===== src/rtl/core/pdde_pkg.sv =====
// Shared types and constants for the page descriptor decode/encode block.
// Holds the request and result beat layouts, descriptor type codes and
// the request classification used between the pipeline stages.
package pdde_pkg;

  // First-level descriptor type, bits 1..0
  localparam logic [1:0] L1_FAULT    = 2'b00;
  localparam logic [1:0] L1_COARSE   = 2'b01;
  localparam logic [1:0] L1_SECTION  = 2'b10;
  localparam logic [1:0] L1_RESERVED = 2'b11;

  // Second-level descriptor type, bits 1..0 (1x is a small page)
  localparam logic [1:0] L2_FAULT = 2'b00;
  localparam logic [1:0] L2_LARGE = 2'b01;

  // Result status codes
  localparam logic [1:0] ST_OK       = 2'd0;
  localparam logic [1:0] ST_UNMAPPED = 2'd1;
  localparam logic [1:0] ST_REFUSED  = 2'd1;
  localparam logic [1:0] ST_INVALID  = 2'd2;

  // Page sizes as log2
  localparam logic [4:0] SZ_4K  = 5'd12;
  localparam logic [4:0] SZ_64K = 5'd16;
  localparam logic [4:0] SZ_1M  = 5'd20;
  localparam logic [4:0] SZ_16M = 5'd24;

  // Request classes resolved in the first stage
  typedef enum logic [3:0] {
    K_L1_FAULT,
    K_L1_RESERVED,
    K_L2_FAULT,
    K_LARGE,
    K_SMALL,
    K_SECTION,
    K_SUPER,
    K_ENC_REFUSE,
    K_ENC_UNMAP,
    K_ENC_MAP
  } kind_t;

  typedef struct packed {
    logic        req_type;
    logic [31:0] virt_addr;
    logic [31:0] first_level_desc;
    logic [31:0] second_level_desc;
    logic [31:0] frame_in;
    logic [2:0]  perm_in;
    logic        exec_in;
    logic        global_in;
    logic        shared_in;
  } req_t;

  typedef struct packed {
    logic [1:0]  status;
    logic [4:0]  size_log2;
    logic [2:0]  domain;
    logic [2:0]  perm_out;
    logic        exec_out;
    logic        global_out;
    logic        shared_out;
    logic [39:0] frame_out;
    logic [39:0] phys_addr;
    logic [31:0] new_desc;
  } res_t;

endpackage


===== src/rtl/core/pdde_if.sv =====
// Valid/ready channel interfaces for the page descriptor decode/encode block.
// Request and response beats carry the payload fields by name; no package use.
interface pdde_req_if;
  logic        valid;
  logic        ready;
  logic        req_type;
  logic [31:0] virt_addr;
  logic [31:0] first_level_desc;
  logic [31:0] second_level_desc;
  logic [31:0] frame_in;
  logic [2:0]  perm_in;
  logic        exec_in;
  logic        global_in;
  logic        shared_in;

  modport source (
    output valid, req_type, virt_addr, first_level_desc, second_level_desc,
           frame_in, perm_in, exec_in, global_in, shared_in,
    input  ready
  );
  modport sink (
    input  valid, req_type, virt_addr, first_level_desc, second_level_desc,
           frame_in, perm_in, exec_in, global_in, shared_in,
    output ready
  );
endinterface

interface pdde_rsp_if;
  logic        valid;
  logic        ready;
  logic [1:0]  status;
  logic [4:0]  size_log2;
  logic [2:0]  domain;
  logic [2:0]  perm_out;
  logic        exec_out;
  logic        global_out;
  logic        shared_out;
  logic [39:0] frame_out;
  logic [39:0] phys_addr;
  logic [31:0] new_desc;

  modport source (
    output valid, status, size_log2, domain, perm_out, exec_out, global_out,
           shared_out, frame_out, phys_addr, new_desc,
    input  ready
  );
  modport sink (
    input  valid, status, size_log2, domain, perm_out, exec_out, global_out,
           shared_out, frame_out, phys_addr, new_desc,
    output ready
  );
endinterface


===== src/rtl/core/pdde_fields.sv =====
// Second-stage field builder: turns a classified request into result fields.
// phys_addr leaves here as the page base; the page offset is merged later.
// Depends on pdde_pkg.
module pdde_fields (
  input  pdde_pkg::req_t  req,
  input  pdde_pkg::kind_t kind,
  output pdde_pkg::res_t  res,
  output logic            mapped
);

  logic [31:0] d1;
  logic [31:0] d2;
  logic [2:0]  l1_dom;
  logic [2:0]  l1_ap;
  logic [2:0]  l2_ap;
  logic [31:0] enc_desc;

  assign d1     = req.first_level_desc;
  assign d2     = req.second_level_desc;
  assign l1_dom = d1[7:5];
  assign l1_ap  = {d1[15], d1[11:10]};
  assign l2_ap  = {d2[9], d2[5:4]};

  // Pack a small-page descriptor: nG, S, APX, AP, type 1x, XN
  assign enc_desc = {req.frame_in[31:12], ~req.global_in, req.shared_in,
                     req.perm_in[2], 3'b000, req.perm_in[1:0], 2'b00,
                     1'b1, ~req.exec_in};

  // Select result fields per class
  always_comb begin
    res           = '0;
    res.exec_out  = 1'b1;
    res.size_log2 = pdde_pkg::SZ_4K;
    res.status    = pdde_pkg::ST_OK;
    mapped        = 1'b0;
    case (kind)
      pdde_pkg::K_L1_FAULT: begin
        res.status    = pdde_pkg::ST_UNMAPPED;
        res.size_log2 = pdde_pkg::SZ_1M;
      end
      pdde_pkg::K_L1_RESERVED: begin
        res.status    = pdde_pkg::ST_INVALID;
        res.size_log2 = pdde_pkg::SZ_1M;
      end
      pdde_pkg::K_L2_FAULT: begin
        res.status = pdde_pkg::ST_UNMAPPED;
        res.domain = l1_dom;
      end
      pdde_pkg::K_LARGE: begin
        res.size_log2  = pdde_pkg::SZ_64K;
        res.domain     = l1_dom;
        res.perm_out   = l2_ap;
        res.exec_out   = ~d2[15];
        res.shared_out = d2[10];
        res.frame_out  = {8'h00, d2[31:16], 16'h0000};
        mapped         = 1'b1;
      end
      pdde_pkg::K_SMALL: begin
        res.domain     = l1_dom;
        res.perm_out   = l2_ap;
        res.exec_out   = ~d2[0];
        res.global_out = ~d2[11];
        res.shared_out = d2[10];
        res.frame_out  = {8'h00, d2[31:12], 12'h000};
        mapped         = 1'b1;
      end
      pdde_pkg::K_SECTION: begin
        res.size_log2 = pdde_pkg::SZ_1M;
        res.domain    = l1_dom;
        res.perm_out  = l1_ap;
        res.frame_out = {8'h00, d1[31:20], 20'h00000};
        mapped        = 1'b1;
      end
      pdde_pkg::K_SUPER: begin
        res.size_log2 = pdde_pkg::SZ_16M;
        res.perm_out  = l1_ap;
        res.frame_out = {d1[8:5], d1[23:20], d1[31:24], 24'h000000};
        mapped        = 1'b1;
      end
      pdde_pkg::K_ENC_REFUSE: begin
        res.status   = pdde_pkg::ST_REFUSED;
        res.exec_out = 1'b0;
        res.new_desc = d2;
      end
      pdde_pkg::K_ENC_UNMAP: begin
        res.exec_out = 1'b0;
      end
      pdde_pkg::K_ENC_MAP: begin
        res.exec_out = 1'b0;
        res.new_desc = enc_desc;
      end
      default: begin
        res.exec_out = 1'b1;
      end
    endcase
    res.phys_addr = res.frame_out;
  end

endmodule


===== src/rtl/core/page_descriptor_decode_encode_top.sv =====
// Top level of the page descriptor decode/encode block: three-stage pipeline.
// Depends on pdde_pkg, pdde_if (pdde_req_if, pdde_rsp_if) and pdde_fields.
//
// Usage:
//   req (sink): one beat per lookup. req_type 0 decodes the fetched
//   first- and second-level descriptors for virt_addr; req_type 1 builds a
//   small-page descriptor from frame_in, perm_in and the attribute bits,
//   refusing when the current second-level entry is a large page.
//   rsp (source): exactly one result beat per request beat, in order.
//   An accepted request is registered in stage 1, then stage 2, then stage 3,
//   whose register drives the rsp beat and rsp.valid. Stage 1 classifies the
//   descriptors, stage 2 selects the fields and builds the new descriptor,
//   stage 3 merges the page offset into the frame base.
//   Throughput is one beat per cycle while rsp.ready stays high; every stage holds its own valid bit.
//   When the receiver stalls, stages fill from the output backward and
//   req.ready drops only once all three stages hold a beat; a bubble in
//   any stage is filled while the output is held.
//   Synchronous reset (rst) clears all valid bits; payload is not reset.
module page_descriptor_decode_encode_top (
  input logic       clk,
  input logic       rst,
  pdde_req_if.sink  req,
  pdde_rsp_if.source rsp
);

  pdde_pkg::req_t  in_req;
  pdde_pkg::kind_t in_kind;

  logic            s1_valid;
  pdde_pkg::req_t  s1_req;
  pdde_pkg::kind_t s1_kind;
  logic            s1_ready;

  pdde_pkg::res_t  s2_res_next;
  logic            s2_mapped_next;
  logic            s2_valid;
  pdde_pkg::res_t  s2_res;
  logic            s2_mapped;
  logic [31:0]     s2_va;
  logic            s2_ready;

  logic [31:0]     s3_offset;
  pdde_pkg::res_t  s3_res_next;
  logic            s3_valid;
  pdde_pkg::res_t  s3_res;
  logic            s3_ready;

  // Gather request beat fields
  assign in_req = '{
    req_type:          req.req_type,
    virt_addr:         req.virt_addr,
    first_level_desc:  req.first_level_desc,
    second_level_desc: req.second_level_desc,
    frame_in:          req.frame_in,
    perm_in:           req.perm_in,
    exec_in:           req.exec_in,
    global_in:         req.global_in,
    shared_in:         req.shared_in
  };

  // Backpressure: a stage takes a beat when empty or when it drains
  assign s3_ready  = !s3_valid || rsp.ready;
  assign s2_ready  = !s2_valid || s3_ready;
  assign s1_ready  = !s1_valid || s2_ready;
  assign req.ready = s1_ready;

  // Stage 1: classify the request
  always_comb begin
    in_kind = pdde_pkg::K_L1_FAULT;
    if (in_req.req_type) begin
      if (in_req.second_level_desc[1:0] == pdde_pkg::L2_LARGE) begin
        in_kind = pdde_pkg::K_ENC_REFUSE;
      end else if (in_req.frame_in == 32'h0) begin
        in_kind = pdde_pkg::K_ENC_UNMAP;
      end else begin
        in_kind = pdde_pkg::K_ENC_MAP;
      end
    end else begin
      case (in_req.first_level_desc[1:0])
        pdde_pkg::L1_FAULT: begin
          in_kind = pdde_pkg::K_L1_FAULT;
        end
        pdde_pkg::L1_COARSE: begin
          case (in_req.second_level_desc[1:0])
            pdde_pkg::L2_FAULT: in_kind = pdde_pkg::K_L2_FAULT;
            pdde_pkg::L2_LARGE: in_kind = pdde_pkg::K_LARGE;
            default:            in_kind = pdde_pkg::K_SMALL;
          endcase
        end
        pdde_pkg::L1_SECTION: begin
          in_kind = in_req.first_level_desc[18] ? pdde_pkg::K_SUPER
                                                : pdde_pkg::K_SECTION;
        end
        default: begin
          in_kind = pdde_pkg::K_L1_RESERVED;
        end
      endcase
    end
  end

  always_ff @(posedge clk) begin
    if (rst) begin
      s1_valid <= 1'b0;
    end else if (s1_ready) begin
      s1_valid <= req.valid;
    end
  end

  always_ff @(posedge clk) begin
    if (s1_ready && req.valid) begin
      s1_req  <= in_req;
      s1_kind <= in_kind;
    end
  end

  // Stage 2: build result fields
  pdde_fields u_fields (
    .req    (s1_req),
    .kind   (s1_kind),
    .res    (s2_res_next),
    .mapped (s2_mapped_next)
  );

  always_ff @(posedge clk) begin
    if (rst) begin
      s2_valid <= 1'b0;
    end else if (s2_ready) begin
      s2_valid <= s1_valid;
    end
  end

  always_ff @(posedge clk) begin
    if (s2_ready && s1_valid) begin
      s2_res    <= s2_res_next;
      s2_mapped <= s2_mapped_next;
      s2_va     <= s1_req.virt_addr;
    end
  end

  // Stage 3: merge the page offset into the base
  always_comb begin
    case (s2_res.size_log2)
      pdde_pkg::SZ_64K: s3_offset = {16'h0000, s2_va[15:0]};
      pdde_pkg::SZ_1M:  s3_offset = {12'h000, s2_va[19:0]};
      pdde_pkg::SZ_16M: s3_offset = {8'h00, s2_va[23:0]};
      default:          s3_offset = {20'h00000, s2_va[11:0]};
    endcase
    if (!s2_mapped) begin
      s3_offset = 32'h0;
    end
    s3_res_next           = s2_res;
    s3_res_next.phys_addr = s2_res.phys_addr | {8'h00, s3_offset};
  end

  always_ff @(posedge clk) begin
    if (rst) begin
      s3_valid <= 1'b0;
    end else if (s3_ready) begin
      s3_valid <= s2_valid;
    end
  end

  always_ff @(posedge clk) begin
    if (s3_ready && s2_valid) begin
      s3_res <= s3_res_next;
    end
  end

  // Drive the response beat
  assign rsp.valid      = s3_valid;
  assign rsp.status     = s3_res.status;
  assign rsp.size_log2  = s3_res.size_log2;
  assign rsp.domain     = s3_res.domain;
  assign rsp.perm_out   = s3_res.perm_out;
  assign rsp.exec_out   = s3_res.exec_out;
  assign rsp.global_out = s3_res.global_out;
  assign rsp.shared_out = s3_res.shared_out;
  assign rsp.frame_out  = s3_res.frame_out;
  assign rsp.phys_addr  = s3_res.phys_addr;
  assign rsp.new_desc   = s3_res.new_desc;

`ifndef ASSERT_OFF
  // A beat leaving stage 1 lands in stage 2
  a_s1_to_s2: assert property (@(posedge clk) disable iff (rst)
    s1_valid && s2_ready |=> s2_valid)
    else $error("stage 1 beat lost on advance");

  // A held output beat keeps stage 2 and stage 3 full
  a_stall_full: assert property (@(posedge clk) disable iff (rst)
    s3_valid && !rsp.ready && s2_valid |=> s3_valid && s2_valid)
    else $error("beat dropped while output stalled");

  // Only a mapped result carries a translated address
  a_phys_zero: assert property (@(posedge clk) disable iff (rst)
    rsp.valid && rsp.status != pdde_pkg::ST_OK |-> rsp.phys_addr == 40'h0)
    else $error("phys_addr set on unmapped result");

  // Merging the page offset never clears the frame base bits
  a_frame_in_phys: assert property (@(posedge clk) disable iff (rst)
    rsp.valid |-> (rsp.phys_addr & rsp.frame_out) == rsp.frame_out)
    else $error("phys_addr does not cover frame base");
`endif

endmodule

===== src/flat_wrapper.sv =====
// flat-port wrapper written by rule: the top's interface ports become plain ports
module page_descriptor_decode_encode_top_flat 
  (clk, rst, req_valid, req_req_type, req_virt_addr, req_first_level_desc, req_second_level_desc, req_frame_in, req_perm_in, req_exec_in, req_global_in, req_shared_in, req_ready, rsp_valid, rsp_status, rsp_size_log2, rsp_domain, rsp_perm_out, rsp_exec_out, rsp_global_out, rsp_shared_out, rsp_frame_out, rsp_phys_addr, rsp_new_desc, rsp_ready);
  pdde_req_if req_i ();
  pdde_rsp_if rsp_i ();
  input logic clk;
  input logic rst;
  input wire logic [$bits(req_i.valid)-1:0] req_valid;
  input wire logic [$bits(req_i.req_type)-1:0] req_req_type;
  input wire logic [$bits(req_i.virt_addr)-1:0] req_virt_addr;
  input wire logic [$bits(req_i.first_level_desc)-1:0] req_first_level_desc;
  input wire logic [$bits(req_i.second_level_desc)-1:0] req_second_level_desc;
  input wire logic [$bits(req_i.frame_in)-1:0] req_frame_in;
  input wire logic [$bits(req_i.perm_in)-1:0] req_perm_in;
  input wire logic [$bits(req_i.exec_in)-1:0] req_exec_in;
  input wire logic [$bits(req_i.global_in)-1:0] req_global_in;
  input wire logic [$bits(req_i.shared_in)-1:0] req_shared_in;
  output wire logic [$bits(req_i.ready)-1:0] req_ready;
  output wire logic [$bits(rsp_i.valid)-1:0] rsp_valid;
  output wire logic [$bits(rsp_i.status)-1:0] rsp_status;
  output wire logic [$bits(rsp_i.size_log2)-1:0] rsp_size_log2;
  output wire logic [$bits(rsp_i.domain)-1:0] rsp_domain;
  output wire logic [$bits(rsp_i.perm_out)-1:0] rsp_perm_out;
  output wire logic [$bits(rsp_i.exec_out)-1:0] rsp_exec_out;
  output wire logic [$bits(rsp_i.global_out)-1:0] rsp_global_out;
  output wire logic [$bits(rsp_i.shared_out)-1:0] rsp_shared_out;
  output wire logic [$bits(rsp_i.frame_out)-1:0] rsp_frame_out;
  output wire logic [$bits(rsp_i.phys_addr)-1:0] rsp_phys_addr;
  output wire logic [$bits(rsp_i.new_desc)-1:0] rsp_new_desc;
  input wire logic [$bits(rsp_i.ready)-1:0] rsp_ready;
  assign req_i.valid = req_valid;
  assign req_i.req_type = req_req_type;
  assign req_i.virt_addr = req_virt_addr;
  assign req_i.first_level_desc = req_first_level_desc;
  assign req_i.second_level_desc = req_second_level_desc;
  assign req_i.frame_in = req_frame_in;
  assign req_i.perm_in = req_perm_in;
  assign req_i.exec_in = req_exec_in;
  assign req_i.global_in = req_global_in;
  assign req_i.shared_in = req_shared_in;
  assign req_ready = req_i.ready;
  assign rsp_valid = rsp_i.valid;
  assign rsp_status = rsp_i.status;
  assign rsp_size_log2 = rsp_i.size_log2;
  assign rsp_domain = rsp_i.domain;
  assign rsp_perm_out = rsp_i.perm_out;
  assign rsp_exec_out = rsp_i.exec_out;
  assign rsp_global_out = rsp_i.global_out;
  assign rsp_shared_out = rsp_i.shared_out;
  assign rsp_frame_out = rsp_i.frame_out;
  assign rsp_phys_addr = rsp_i.phys_addr;
  assign rsp_new_desc = rsp_i.new_desc;
  assign rsp_i.ready = rsp_ready;
  page_descriptor_decode_encode_top u_core (.clk(clk), .rst(rst), .req(req_i), .rsp(rsp_i));
endmodule

===== config.mk =====
export PLATFORM = sky130hd
export DESIGN_NAME = page_descriptor_decode_encode_top_flat
export DESIGN_NICKNAME = d
export VERILOG_FILES = /design/src/rtl/core/pdde_pkg.sv /design/src/rtl/core/pdde_if.sv /design/src/rtl/core/pdde_fields.sv /design/src/rtl/core/page_descriptor_decode_encode_top.sv /design/src/flat_wrapper.sv
export SDC_FILE = /design/constraint.sdc
export NUM_CORES = 1
export LEC_CHECK = 0
export BUFFER_PORTS_ARGS = -buffer_cell sky130_fd_sc_hd__buf_2
export CAP_MARGIN = 15
export CORE_ASPECT_RATIO = 1.25
export CORE_MARGIN = 2
export CORE_UTILIZATION = 50
export CTS_CLUSTER_SIZE = 8
export DETAILED_ROUTE_END_ITERATION = 8
export PLACE_DENSITY = 0.76
export REMOVE_ABC_BUFFERS = 1
export SLEW_MARGIN = 15
export SYNTH_ARGS = -nofsm -noshare
export SYNTH_HDL_FRONTEND = slang
export SYNTH_SLANG_ARGS = --single-unit

===== constraint.sdc =====
create_clock -name clk -period 11.4 [get_ports clk]
set_input_delay 0.57 -clock clk [delete_from_list [all_inputs] [get_ports clk]]
set_output_delay 0.57 -clock clk [all_outputs]
set_load 0.02 [all_outputs]

======== Word level (Yosys, flattened, before mapping) ========
Cells that the tools add are included.
Widths: inputs -> output; s select.
storage, ports and cells
  word-level logic and storage cells ...... 89
  flip-flop bits (word level) ............. 374
  output and inout bits ................... 130
  input bits .............................. 139
cells by class
  reductions and logical operators ........ 20
  muxes and demuxes ....................... 15
  eq/ne operators ......................... 15
  bitwise gates (word level) .............. 6
operators by type and width
  kind                number
  $pmux 40 s4         1
  $pmux 24 s3         1
  $pmux 32 s2         1
  $or 40x24->40       1
  $logic_not 32->1    1
  $mux 24             1
  $eq 4x3->1 const B  4
  $eq 5x5->1 const B  3
  $pmux 5 s3          1
  $pmux 3 s2          2
  $pmux 4 s3          1
  $reduce_or 3->1     3
  $eq 4x2->1 const B  2
  $eq 4x4->1 const B  2
  $mux 4              2
  $reduce_or 4->1     2
  $not 1->1           5
  $eq 2x1->1 const B  2
  $eq 4x1->1 const B  1
  $logic_not 2->1     2
  $logic_not 4->1     1
  $pmux 2 s2          1
  $reduce_or 2->1     2
  $logic_and 1x1->1   3
  6 further kinds     11

======== Logic depth before layout (Yosys ltp) ========
  depth in word-level cells ............... 5
  depth in mapped cells ................... 6
  gate-level depth less buffers ........... 4

======== Modules after synthesis ========
From an unflattened synthesis, not the netlist that was laid out.
second synthesis, totals
  cells, all modules ...................... 735
  area total of the unflattened synthesis .. 14639.0 sq um
modules (own cells, without submodules)
  module                             cells an instance  sequential area each (sq um)  area each (sq um)  instances
  page_descriptor_decode_encode_top  491                12672.2                       13110.1            1
  pdde_fields                        244                0.0                           1529.0             1

======== Worst setup path before layout ========
No wires, ideal clock.
  path kind ............................... input to register
  start ................................... input rsp_ready
  end ..................................... register u_core.s2_mapped (enable)
  data required time ...................... 10.692 ns
  cell stages on the path ................. 2
  setup slack ............................. 2.858 ns
  buffers on the path ..................... 0
  arrival ................................. 7.834 ns
  library setup time ...................... 0.708 ns
  path through ............................ nor2b_1 a21boi_0
on the way
  cells in the longest elaborated chain, start to end .. 3
ends and longest elaborated chain
  what                  line                                      RTL
  start, declared       flat_wrapper.sv:30                        input wire logic [$bits(rsp_i.ready)-1:0] rsp_ready;
  $logic_or 1x1->1      page_descriptor_decode_encode_top.sv:62   assign s3_ready = !s3_valid || rsp.ready;
  $logic_or 1x1->1      page_descriptor_decode_encode_top.sv:63   assign s2_ready = !s2_valid || s3_ready;
  $logic_and 1x1->1     page_descriptor_decode_encode_top.sv:133  if (s2_ready && s1_valid) begin
  end signal, assigned  page_descriptor_decode_encode_top.sv:135  s2_mapped <= s2_mapped_next;
  end, declared         page_descriptor_decode_encode_top.sv:38   logic s2_mapped;
Every way passes these cells.
A chain may end at the register's enable or synchronous reset.

======== Final worst setup path ========
  start ................................... register u_core.s3_valid (netlist: u_core.rsp.valid)
  end ..................................... register u_core.s1_req[75] (netlist name) (enable)
on the way
  cells in the longest elaborated chain, start to end .. 5
ends and longest elaborated chain
  what                    line                                      RTL
  start, declared         page_descriptor_decode_encode_top.sv:44   logic s3_valid;
  start signal, assigned  page_descriptor_decode_encode_top.sv:159  s3_valid <= s2_valid;
  $logic_not 1->1         page_descriptor_decode_encode_top.sv:62
  $logic_or 1x1->1        page_descriptor_decode_encode_top.sv:62
  $logic_or 1x1->1        page_descriptor_decode_encode_top.sv:63
  $logic_or 1x1->1        page_descriptor_decode_encode_top.sv:64   assign s1_ready = !s1_valid || s2_ready;
  $logic_and 1x1->1       page_descriptor_decode_encode_top.sv:110  if (s1_ready && req.valid) begin
  end signal, assigned    page_descriptor_decode_encode_top.sv:111  s1_req <= in_req;
  end, declared           page_descriptor_decode_encode_top.sv:30   pdde_pkg::req_t s1_req;
Every way passes these cells.

==> out/qor.yml <==
status: "finished, final reports clean"
core-area_um2: 20900
p_leak_nw: 4.81
ir_drop_v: 0.000139
r2r_cells: 3
drc_errors: 0
fp.dieW_um: 135
overflow: 0
cts_tree: "done"
crit_start: "u_core.rsp.valid"
synthFlopType: "edfxtp_1"
syn_area_um2: 10700
start_util_pct: 51.0
yosysUniqueCellTypes: 45
grt_pass1_wl_um: 28600
antenna_left: 0
clkSlewWorstSetupHoldPaths_ns: 0.05
antenna_found_initial: 6
period_needed_ns: 2.68
p_clk_share_pct: 43.6
area.growth.synth_to_final_pct: 23.9
synthCells: 530
end_kind: "flip-flop"
cp.arrival_ns: 2.79
post_cts_buffers: 0
gp_congestion: 0.777
path_class: "reg2reg"
hold_viol: 0
drv_cap: 0
skew_ns: 0.0153
rsz0062_at_grt: "no"
ys_seq_elements: 305
cp_max_fo: 83
whs_path_depth: 1
num_rows: 59
synth-async-reset-ratio_pct: 0
clk_latency_ns: 0.51
grt_start_max_net_pins: 84
vias_per_cell: 4.98
wirelength_um: 19300
slew_headroom_pct: 21.8
seqPwrFrac_pct: 52.2
totalPowerFinal_w: 0.00256
setup_viol: 0
cp.required_ns: 11.52
io_buffers: 236
synth-edff-count: 302
hold_buffers: 0
wl_per_cell_um: 17.9
grt_use_total_pct: 17.0
dp_slack_ns: 8.46
min_from: "req_virt_addr[5]"
p_sw_share_pct: 19.8
pwr-share-comb_pct: 4.2
fin_util_pct: 63.2
period_share_pct: 23.5
ctsLongestPathBuffers: 3
first_pass_iters: 4
r2r-start: "u_core.rsp.valid"
hold_end: "u_core.s1_req[107]"
ys_seq_area_share_pct: 85.6
max_freq_mhz: 374
setup-tns-final_ns: 0
cts_buffers: 44
startpoint_type: "flip-flop"
grt_pass1_vias: 5496
die_area_um2: 22500
final_layout_size_suffix_gt1_share_pct: 38.1
slew_violations: 0
avgSynthCellArea_um2: 20.1
num_vias: 5377
die_h_um: 167
clock_sinks: 305
worst_r2r_endpoint: "u_core.s1_req[75]"
synth_warnings: 0
power_switching_w: 0.000506
final_common_cell: "edfxtp_1"
layout_setup_ws_ns: 8.72
hold_class: "in2reg"
mostFrequentLayoutCells: "edfxtp_1, buf_2, clkbuf_16, a22o_1, and2_1"
r2r_slack_ns: 8.72
p_int_w: 0.00205
dr.first_iter.drc_count: 295
fin_nets: 926
io_pins: 269
dpl.hpwl_um: 12600
post_cts_resized: 0
cts.htree.levels: 2
power_density_nw_per_um2: 194
worstMarginPinSlew_ns: 1.17
cts-root-buf: "clkbuf_16"
cells by family after synthesis:
family	after synthesis	synth area share [%]
AOI/OAI and AO/OA	75	5.58
xor gates and xnor gates	3	0.247
buffers and inverters	45	2.99
DFF	305	85.6
muxes	1	0.0939
other	1	0.0352
and+or+nand+nor	100	5.42
per-stage QoR:
step | std cells | instance area (um^2) | hold WS [ns]
3_3_place_gp | 1014 | 12000 | 0.402
6_report | 1079 | 13200 | 0.231
2_1_floorplan | 499 | 10400 | 0.400
3_5_place_dp | 1014 | 12000 | 0.405
4_1_cts | 1071 | 13200 | 0.203
5_1_grt | 1075 | 13200 | 0.200
Yosys cell counts, types with 2 or more instances:
library cell | n | area (um^2)
o21ai_0 | 2 | 10.0
and3_1 | 2 | 12.5
clkbuf_1 | 2 | 7.51
nand3b_1 | 2 | 15.0
edfxtp_1 | 302 | 9070
buf_2 | 6 | 30.0
dfxtp_1 | 3 | 60.1
nor2_2 | 3 | 18.8
nor3_1 | 2 | 10.0
nor4_1 | 9 | 56.3
nand2_1 | 10 | 37.5
xnor2_1 | 2 | 17.5
a21oi_1 | 7 | 35.0
a21o_1 | 12 | 90.1
buf_6 | 2 | 22.5
o21ai_1 | 3 | 15.0
nor2_1 | 14 | 52.6
buf_4 | 34 | 255
nor2b_1 | 7 | 43.8
and2_1 | 37 | 231
nand2b_1 | 3 | 18.8
nand3_1 | 2 | 10.0
a22o_1 | 39 | 342
a22oi_1 | 4 | 30.0
worst max-delay path by stage:
stage	end	slack (ns)	depth (start not counted)
after floorplan	u_core.s2_mapped	2.86	2
final	u_core.s1_req[75]	8.72	3
after detailed placement	u_core.s1_req[65]	8.46	4
after global routing	u_core.s1_req[75]	8.54	3
after global placement	u_core.s1_req[65]	8.49	4
after CTS	u_core.s1_req[34]	8.72	3
state kept, by name (all words and copies together) (netlist names), 4 cells and up:
name	flops
u_core.s2_va	24
u_core.rsp.new_desc	32
u_core.s1_req	101
u_core.s1_kind	4
u_core.rsp.phys_addr	25
u_core.s2_res	74
u_core.rsp.frame_out	27
per-layer routing:
metal	vias up	routed length, um	global-route usage [%]
met5	-	0	0
met1	2589	7190	19.1
met3	33	1490	5.72
li1	2535	-	-
met2	220	10200	30.3
met4	0	414	5.68
power groups by stage:
| stage | combinational (W) | sequential, W | clock (W) |
|---|---|---|---|
| global route | 0.000118 | 0.00134 | 0.00119 |
| global placement | 0.000106 | 0.00135 | 0 |
| finish | 0.000108 | 0.00134 | 0.00111 |
| detailed placement | 0.000109 | 0.00136 | 0 |
| floorplan | 0.0000506 | 0.00137 | 0 |
| CTS | 0.000109 | 0.00134 | 0.00114 |
area by class of cell:
type | count | area (um^2)
flip-flops and latches | 305 | 9130
fillers | 1463 | 7680
multi-input cells | 193 | 1300
repair buffers | 242 | 1230
clock buffers | 54 | 1160
well taps | 274 | 343
clock inverters | 3 | 26.3
diodes | 7 | 17.5
inverters | 1 | 3.75
critical path, cell delays in order, from the launching register on:
cell and delay (ns):
dfxtp_1 0.30, nor2b_1 0.24, a31oi_4 0.72, buf_4 0.89
Note: power is estimated with default switching activity, not from simulation.
